--- config.mk ---
export PLATFORM = sky130hd
export DESIGN_NAME = huf_link_ram
export DESIGN_NICKNAME = d
export VERILOG_FILES = /design/src/hdl/huffman_code_builder_assert.svh /design/src/hdl/huf_link_ram.sv
export SDC_FILE = /design/constraint.sdc
export NUM_CORES = 1
export LEC_CHECK = 0
export BUFFER_PORTS_ARGS = -buffer_cell sky130_fd_sc_hd__buf_2
export CAP_MARGIN = 5
export CORE_UTILIZATION = 45
export CTS_CLUSTER_SIZE = 24
export DETAILED_ROUTE_END_ITERATION = 10
export PLACE_DENSITY = 0.61
export SLEW_MARGIN = 25
export SYNTH_ARGS = -nofsm -noshare
export SYNTH_HDL_FRONTEND = slang
export SYNTH_SLANG_ARGS = --single-unit
--- constraint.sdc ---
create_clock -name i_clk -period 2.35 [get_ports i_clk]
set_input_delay 0.235 -clock i_clk [delete_from_list [all_inputs] [get_ports i_clk]]
set_output_delay 0.235 -clock i_clk [all_outputs]
set_load 0.05 [all_outputs]
--- src/hdl/huffman_code_builder_assert.svh ---
// Assertion macros for the Huffman code builder.
`ifndef HUFFMAN_CODE_BUILDER_ASSERT_SVH
`define HUFFMAN_CODE_BUILDER_ASSERT_SVH

`ifndef ASSERT_OFF
// checked while out of reset
`define HUF_ASSERT(lbl, clk, rst_n, prop, msg) \
    lbl: assert property (@(posedge clk) disable iff (!rst_n) prop) else $error(msg);
// checked on every edge, reset included
`define HUF_ASSERT_ALWAYS(lbl, clk, prop, msg) \
    lbl: assert property (@(posedge clk) prop) else $error(msg);
`else
`define HUF_ASSERT(lbl, clk, rst_n, prop, msg)
`define HUF_ASSERT_ALWAYS(lbl, clk, prop, msg)
`endif

`endif

--- src/hdl/huf_link_ram.sv ---
// Parent link and branch bit memory: one write port, one registered read port.
module huf_link_ram #(
    parameter int DEPTH  = 127,
    parameter int ADDR_W = 7,
    parameter int DATA_W = 8
) (
    input  logic              i_clk,
    input  logic              i_we,
    input  logic [ADDR_W-1:0] i_waddr,
    input  logic [DATA_W-1:0] i_wdata,
    input  logic [ADDR_W-1:0] i_raddr,
    output logic [DATA_W-1:0] o_rdata
);

    logic [DATA_W-1:0] mem [DEPTH];

    always_ff @(posedge i_clk) begin
        if (i_we) begin
            mem[i_waddr] <= i_wdata;
        end
        o_rdata <= mem[i_raddr];
    end

endmodule

==> results.md, run 1 <==
* GRT overflow at 0
* # IOs at 32
* TritonCTS buffer count at 103
* Worst Tran Pin Value at 0.718 ns
* Clock Tree Buf Depth at 3
* Row cnt at 108
* Gpl congestion at 0.883
* Drt first-iter violations at 2169
* Worst-Skew Late Latency at 0.67 ns
* Synthesis-to-finish area growth at 18.2%
* Synth cell types at 48
* First-pass GRT wire length at 145 mm
* Startpoint types: register
* Chip width at 299 µm
* Final setup viols at 0
* Period utilisation layout at 92.4%
* DR pass1 iterations at 7
* Fin nets at 2267
* Residual DRC at 0
* Leakage power at 15.2 nW
* Fin. Hold Viols at 0
* Minimum clock period at 2.17 ns
* Crit path capture type: register
* DIE AREA at 89600 µm²
* Wirelength per Cell at 28.6 µm
* Vias at 20400
* Initial antenna violation count at 5
* Max-slew violation count at 0
* R2r setup slk at 0.18 ns
* RSZ-0062 raised after global routing: no
* Max-slew headroom at 52.1%
* Dpl hpwl at 65.9 mm
* Fraction of layout cells with a size suffix above 1 at 34.1%
* Warnings from Yosys at 0
* Post-route ant nets at 0
* GRT busiest layer: met2
* Total power at 38.9 mW
* Root Driver: clkbuf_16
* Vias in the first global route at 20700
* # Max-Cap Violations at 0
* Final non-filler cell area at 47000 µm²
* #FFs+latches synth at 1024
* Height of the die at 299 µm
* Core ar. at 87200 µm²
* Clk sinks at 1024
* Async S/R FF share, synth at 0%
* Main synth FF type: edfxtp_1
* Critical Path AT at 2.70 ns
* F_max at 461 MHz
* Syn nets at 1906
* PortBufs at 31
* Number of setup buffers added after CTS at 0
* CTS clk-pin slew, worst paths at 0.06 ns
* Post-synthesis area per instance at 21.1 µm²
* Skew final at 0.0124 ns
* Placement Cell Area at 43600 µm²
* Total track usage at 22.5%
* Largest net degree at the start of global routing at 128
* Worst vdd ir at 631 µV
* H-tree Lvls at 3
* Synthesized area at 39800 µm²
* Met2 usage in global routing at 36.0%
* Final core utilization at 54.0%
* GR Util met1 at 32.0%
* Cells after synthesis at 1882
* Initial core utilization at 45.7%
* Post-CTS Resized at 0
* Routed vias/inst at 5.86
* Pwr per Cell Area at 827 nW/µm²
* EDFF count, synth at 1016
* Hold_buf cts at 2
* Post-Route Setup TNS at 0 ns
* Status: complete, no violations
* CP max FO at 1
* Routed wire length at 99.6 mm
* Hold Crit Class: in2reg
* TritonCTS clock tree: yes
* Hold slack final at 0.0616 ns
* Required time worst endpoint at 2.88 ns
* Sequential share of the synthesized area at 77.1%
* Worst Path Class, Setup: reg2reg
* Met3 usage in global routing at 3.62%
==> sequential cells by signal, summed over array words and instances, names as in the netlist <==
signal   cells
mem       1016
o_rdata      8
==> cell usage in the layout (no fill, tap or decap), types with 20 or more instances in the layout <==
cell type     n
nand3_1      20
edfxtp_1   1016
buf_4       310
mux4_2      235
nor2b_1      30
nand2_1      32
a22oi_1      39
mux2i_1      30
a211oi_1     23
clkbuf_16   104
clkinv_2     20
buf_2        20
buf_12       25
nor2_1      143
mux2_2       31
o22ai_1      29
==> stage by stage <==
stage	setup slack (ns)	std cells
2_1_floorplan	0.305	1882
3_3_place_gp	-0.207	3291
3_5_place_dp	-0.228	3291
4_1_cts	0.181	3483
5_1_grt	0.130	3483
6_report	0.179	3484
==> worst max-delay path: stages, from the launching register on <==
cell,delay [ns]
edfxtp_1,0.36
mux4_2,0.51
mux4_2,0.54
or3b_1,0.46
o211ai_2,0.12
nor4_2,0.05
==> cells by family after synthesis <==
family	synth area share, %
DFF	77.1
muxes	15.1
and+or+nand+nor	3.64
AOI/OAI and AO/OA	2.62
buffers and inverters	1.56
==> power by group <==
part	internal, mW	switching, mW
Combinational	0.832	1.31
Clock	9.63	6.92
Sequential	20.2	0.0506
==> Yosys cell counts (all sizes together) (4+ instances only) <==
| cell | n | area [µm²] |
|---|---|---|
| a2111oi | 4 | 37.5 |
| a211oi | 23 | 173 |
| a21oi | 19 | 95.1 |
| a22oi | 39 | 293 |
| buf | 64 | 467 |
| clkbuf | 39 | 146 |
| dfxtp | 8 | 160 |
| edfxtp | 1016 | 30500 |
| mux2 | 31 | 349 |
| mux2i | 30 | 300 |
| mux4 | 238 | 5370 |
| nand2 | 32 | 120 |
| nand2b | 11 | 68.8 |
| nand3 | 20 | 100 |
| nand3b | 6 | 45.0 |
| nand4 | 6 | 37.5 |
| nor2 | 143 | 537 |
| nor2b | 30 | 188 |
| nor3 | 15 | 75.1 |
| nor4 | 21 | 144 |
| o211ai | 10 | 85.1 |
| o21ai | 17 | 85.1 |
| o22ai | 29 | 181 |
| o31ai | 4 | 30.0 |
| or3b | 5 | 43.8 |
==> worst paths after layout <==
| path | start | to | cells past startpoint |
|---|---|---|---|
| setup reg to reg | mem[85][2] | o_rdata[2] | 5 |
| hold reg to reg | mem[126][1] | o_rdata[1] | 4 |
| hold / removal | i_wdata[7] | mem[57][7] | 1 |
| setup / recovery | mem[85][2] | o_rdata[2] | 5 |
==> area by class of cell <==
cell class,count,area (µm²)
Inverter,2,7.51
Sequential cell,1024,30700
Timing Repair Buffer,359,2980
Antenna cell,1,2.50
Fill cell,6616,40100
Tap cell,1155,1450
Clock inverter,59,644
Multi-Input combinational cell,753,8510
Clock buffer,131,2780
==> per-layer routing <==
layer	up-vias	wire, µm
li1	8612	-
met1	10800	41700
met2	846	48100
met3	145	7300
met4	0	2570
met5	-	0
Power figures use the tool's default switching activity.
==> run 2, diff against run 1 <==
Settings changed: CORE_MARGIN set to 4, REMOVE_ABC_BUFFERS set to 1.
==> run 2 against run 1 <==
Net effect: via count down 0.74%; clock-buffer cell count decreased by 8; routed wire length is 1.5% lower; critical path depth stayed put; register-to-register slack better by 0.07 ns; global-route usage shrank 1.3 points; worst hold slack improved by 0.0065 ns; setup slack better by 0.074 ns.
==> results.md, run 2 (same netlist as run 1, synthesis figures left out) <==
* Worst Tran Pin Value at 0.756 ns (+0.0376 ns)
* Worst vdd ir at 585 µV (-7.2%)
* Most flops, register: mem
* NetSw at 8.12 mW (-2.0%)
* Height of the die at 305 µm (+2.0%)
* Slowest CP cell: mux4_2
* Total track usage at 21.2% (-1.3 points)
* Hold wc startpoint: i_wdata[5]
* Fillers at 6693 (+1.2%)
* Clock Tree Buf Depth at 3 (unchanged)
* Residual DRC at 0 (unchanged)
* Root Driver: clkbuf_16
* Placement Cell Area at 43600 µm² (about the same)
* Hold Path End: mem[116][5]
* Synthesis-to-finish area growth at 17.9%
* Skew final at 0.0434 ns (+0.0310 ns)
* Largest register FFs at 1016 (unchanged)
* Sequential share of power at 52.7% (+0.7 points)
* Largest regs: mem x1016, o_rdata x8
* DIE AREA at 93300 µm² (+4.0%)
* Startpoint types: register
* Pint at 30.2 mW (-1.4%)
* Post-Route Setup TNS at 0 ns (unchanged)
* Crit path capture type: register
* Hold depth at 1 (unchanged)
* Hold slack final at 0.0681 ns (+0.00653 ns)
* PortBufs at 31 (unchanged)
* Max-slew violation count at 0 (unchanged)
* Post-route insts no fill at 3478 (-0.17%)
* R2R cell count at 5 (unchanged)
* R2r setup slk at 0.25 ns (+0.07 ns)
* Dpl hpwl at 64.5 mm (-2.0%)
* Crit path from: mem[69][0]
* TritonCTS clock tree: yes
* CTS clk-pin slew, worst paths at 0.06 ns (about the same)
* Initial core utilization at 45.6% (-0.071 points)
* Drt first-iter violations at 2169 (unchanged)
* Vias in the first global route at 20900 (+1.2%)
* Initial antenna violation count at 7 (+2)
* Wirelength per Cell at 28.2 µm (-1.3%)
* Final setup viols at 0 (unchanged)
* Worst Path Class, Setup: reg2reg
* Fraction of layout cells with a size suffix above 1 at 33.2% (-0.82 points)
* Hold Crit Class: in2reg
* GRT overflow at 0 (unchanged)
* Clk sinks at 1024 (unchanged)
* Required time worst endpoint at 2.88 ns (about the same)
* Crit path top cell by count: mux4_2
* TritonCTS buffer count at 103 (unchanged)
* Critical Path AT at 2.63 ns (-0.07 ns)
* First-pass GRT wire length at 146 mm (+0.91%)
* # IOs at 32 (unchanged)
* Vias at 20300 (-0.74%)
* Critical-path cell list: mux4_2 > mux4_2 > or3b_1 > o211ai_2 > nor4_2
* Commonest non-fill, non-tap cells in the layout: edfxtp_1, buf_4, mux4_2, nor2_1, clkbuf_16
* Fin nets at 2259 (-0.35%)
* Chip width at 305 µm (+2.0%)
* Clock power frac at 41.6% (-0.9 points)
* DR pass1 iterations at 5 (-2)
* # Max-Cap Violations at 0 (unchanged)
* Row cnt at 108 (unchanged)
* Gpl congestion at 0.839 (-5.0%)
* Placed cell count at 3283 (-0.24%)
* WP buf/inv at 0 (unchanged)
* Worst reg2reg path endpoint: o_rdata[0]
* Routed wire length at 98.2 mm (-1.5%)
* Core ar. at 87300 µm² (+0.16%)
* Post-CTS Resized at 0 (unchanged)
* Routed vias/inst at 5.83 (-0.57%)
* Largest net degree at the start of global routing at 88 (-31%)
* Post-route ant nets at 0 (unchanged)
* Final non-filler cell area at 46900 µm² (-0.23%)
* CP max FO at 1 (unchanged)
* Most common cell after layout, fill and taps aside: edfxtp_1
* Worst R2R Start: mem[69][0]
* Net Sw Frac at 21.2% (-0.11 points)
* H-tree Lvls at 3 (unchanged)
* Combinational share of power at 5.6% (about the same)
* Pwr per Cell Area at 816 nW/µm² (-1.3%)
* Minimum clock period at 2.10 ns (-0.0738 ns)
* RSZ-0062 raised after global routing: no
* Delay-heaviest family, CP: multiplexers
* F_max at 477 MHz (+3.5%)
* Status: complete, no violations
* Fin. Hold Viols at 0 (unchanged)
* Worst-Skew Late Latency at 0.67 ns (about the same)
* Leakage power at 15.2 nW (-0.53%)
* Max-slew headroom at 49.2% (-3.0 points)
* Period utilisation layout at 89.2% (-3.1 points)
* CP max stage delay at 0.51 ns (-0.03 ns)
==> run 2: cell types whose count changed in the layout (fill, tap and decap cells not counted), sizes merged <==
cell | previous run | this run
clkinvlp | 7 | 5
clkinv | 34 | 52
clkbuf | 131 | 123
buf | 357 | 349
bufinv | 11 | 9
inv | 9 | 5
==> run 2: worst max path at each step <==
stage	endpoint	depth (start not counted)
4_1_cts	o_rdata[0]	5
5_1_grt	o_rdata[0]	6
3_3_place_gp	o_rdata[6]	9
6_report	o_rdata[0]	5
3_5_place_dp	o_rdata[5]	8
2_1_floorplan	o_rdata[0]	5
==> run 2: repair_timing <==
action	4_1_cts	5_1_grt
hold buffers	2	0
setup endpoints to repair	0	0
setup buffers	0	0
endpoints found under the hold margin	29	0
==> run 2: power by group through the flow <==
stage | clock, mW | sequential, mW | combinational, mW
2_1_floorplan | 0 | 20.6 | 0.736
3_3_place_gp | 0 | 20.6 | 2.15
3_5_place_dp | 0 | 20.6 | 2.18
4_1_cts | 16.2 | 20.2 | 2.19
5_1_grt | 17.1 | 20.2 | 2.29
6_report | 15.9 | 20.2 | 2.16
==> run 2: metrics by stage <==
step | setup slack (ns) | utilization, % | total power, mW
CTS | 0.218 | 53.8 | 38.6
floorplan | 0.491 | - | 21.4
finish | 0.253 | 53.8 | 38.3
global placement | -0.255 | 50.0 | 22.7
detailed placement | -0.253 | 50.0 | 22.8
global route | 0.167 | 53.8 | 39.6
==> run 2: worst reg2reg max path, delay by kind of cell (launching register included) <==
family | cells | cell delay [ns]
multiplexers | 2 | 1.01
AND/OR/NAND/NOR | 2 | 0.47
flip-flops | 1 | 0.37
AO/OA/AOI/OAI | 1 | 0.11
==> run 2: area by class of cell <==
type | instances | area [µm²] | area share (%)
Multi-Input combinational cell | 753 | 8510 | 18.1
Clock inverter | 69 | 612 | 1.30
Antenna cell | 1 | 2.50 | 0.00533
Timing Repair Buffer | 351 | 2990 | 6.38
Inverter | 2 | 7.51 | 0.0160
Sequential cell | 1024 | 30700 | 65.3
Clock buffer | 123 | 2700 | 5.74
Tap cell | 1155 | 1450 | 3.08
==> run 2: routing by layer <==
metal	wire (µm)	global-route usage, %
met5	27	0
met2	47600	34.3
met4	2020	4.93
met1	41500	30.8
met3	6990	3.55
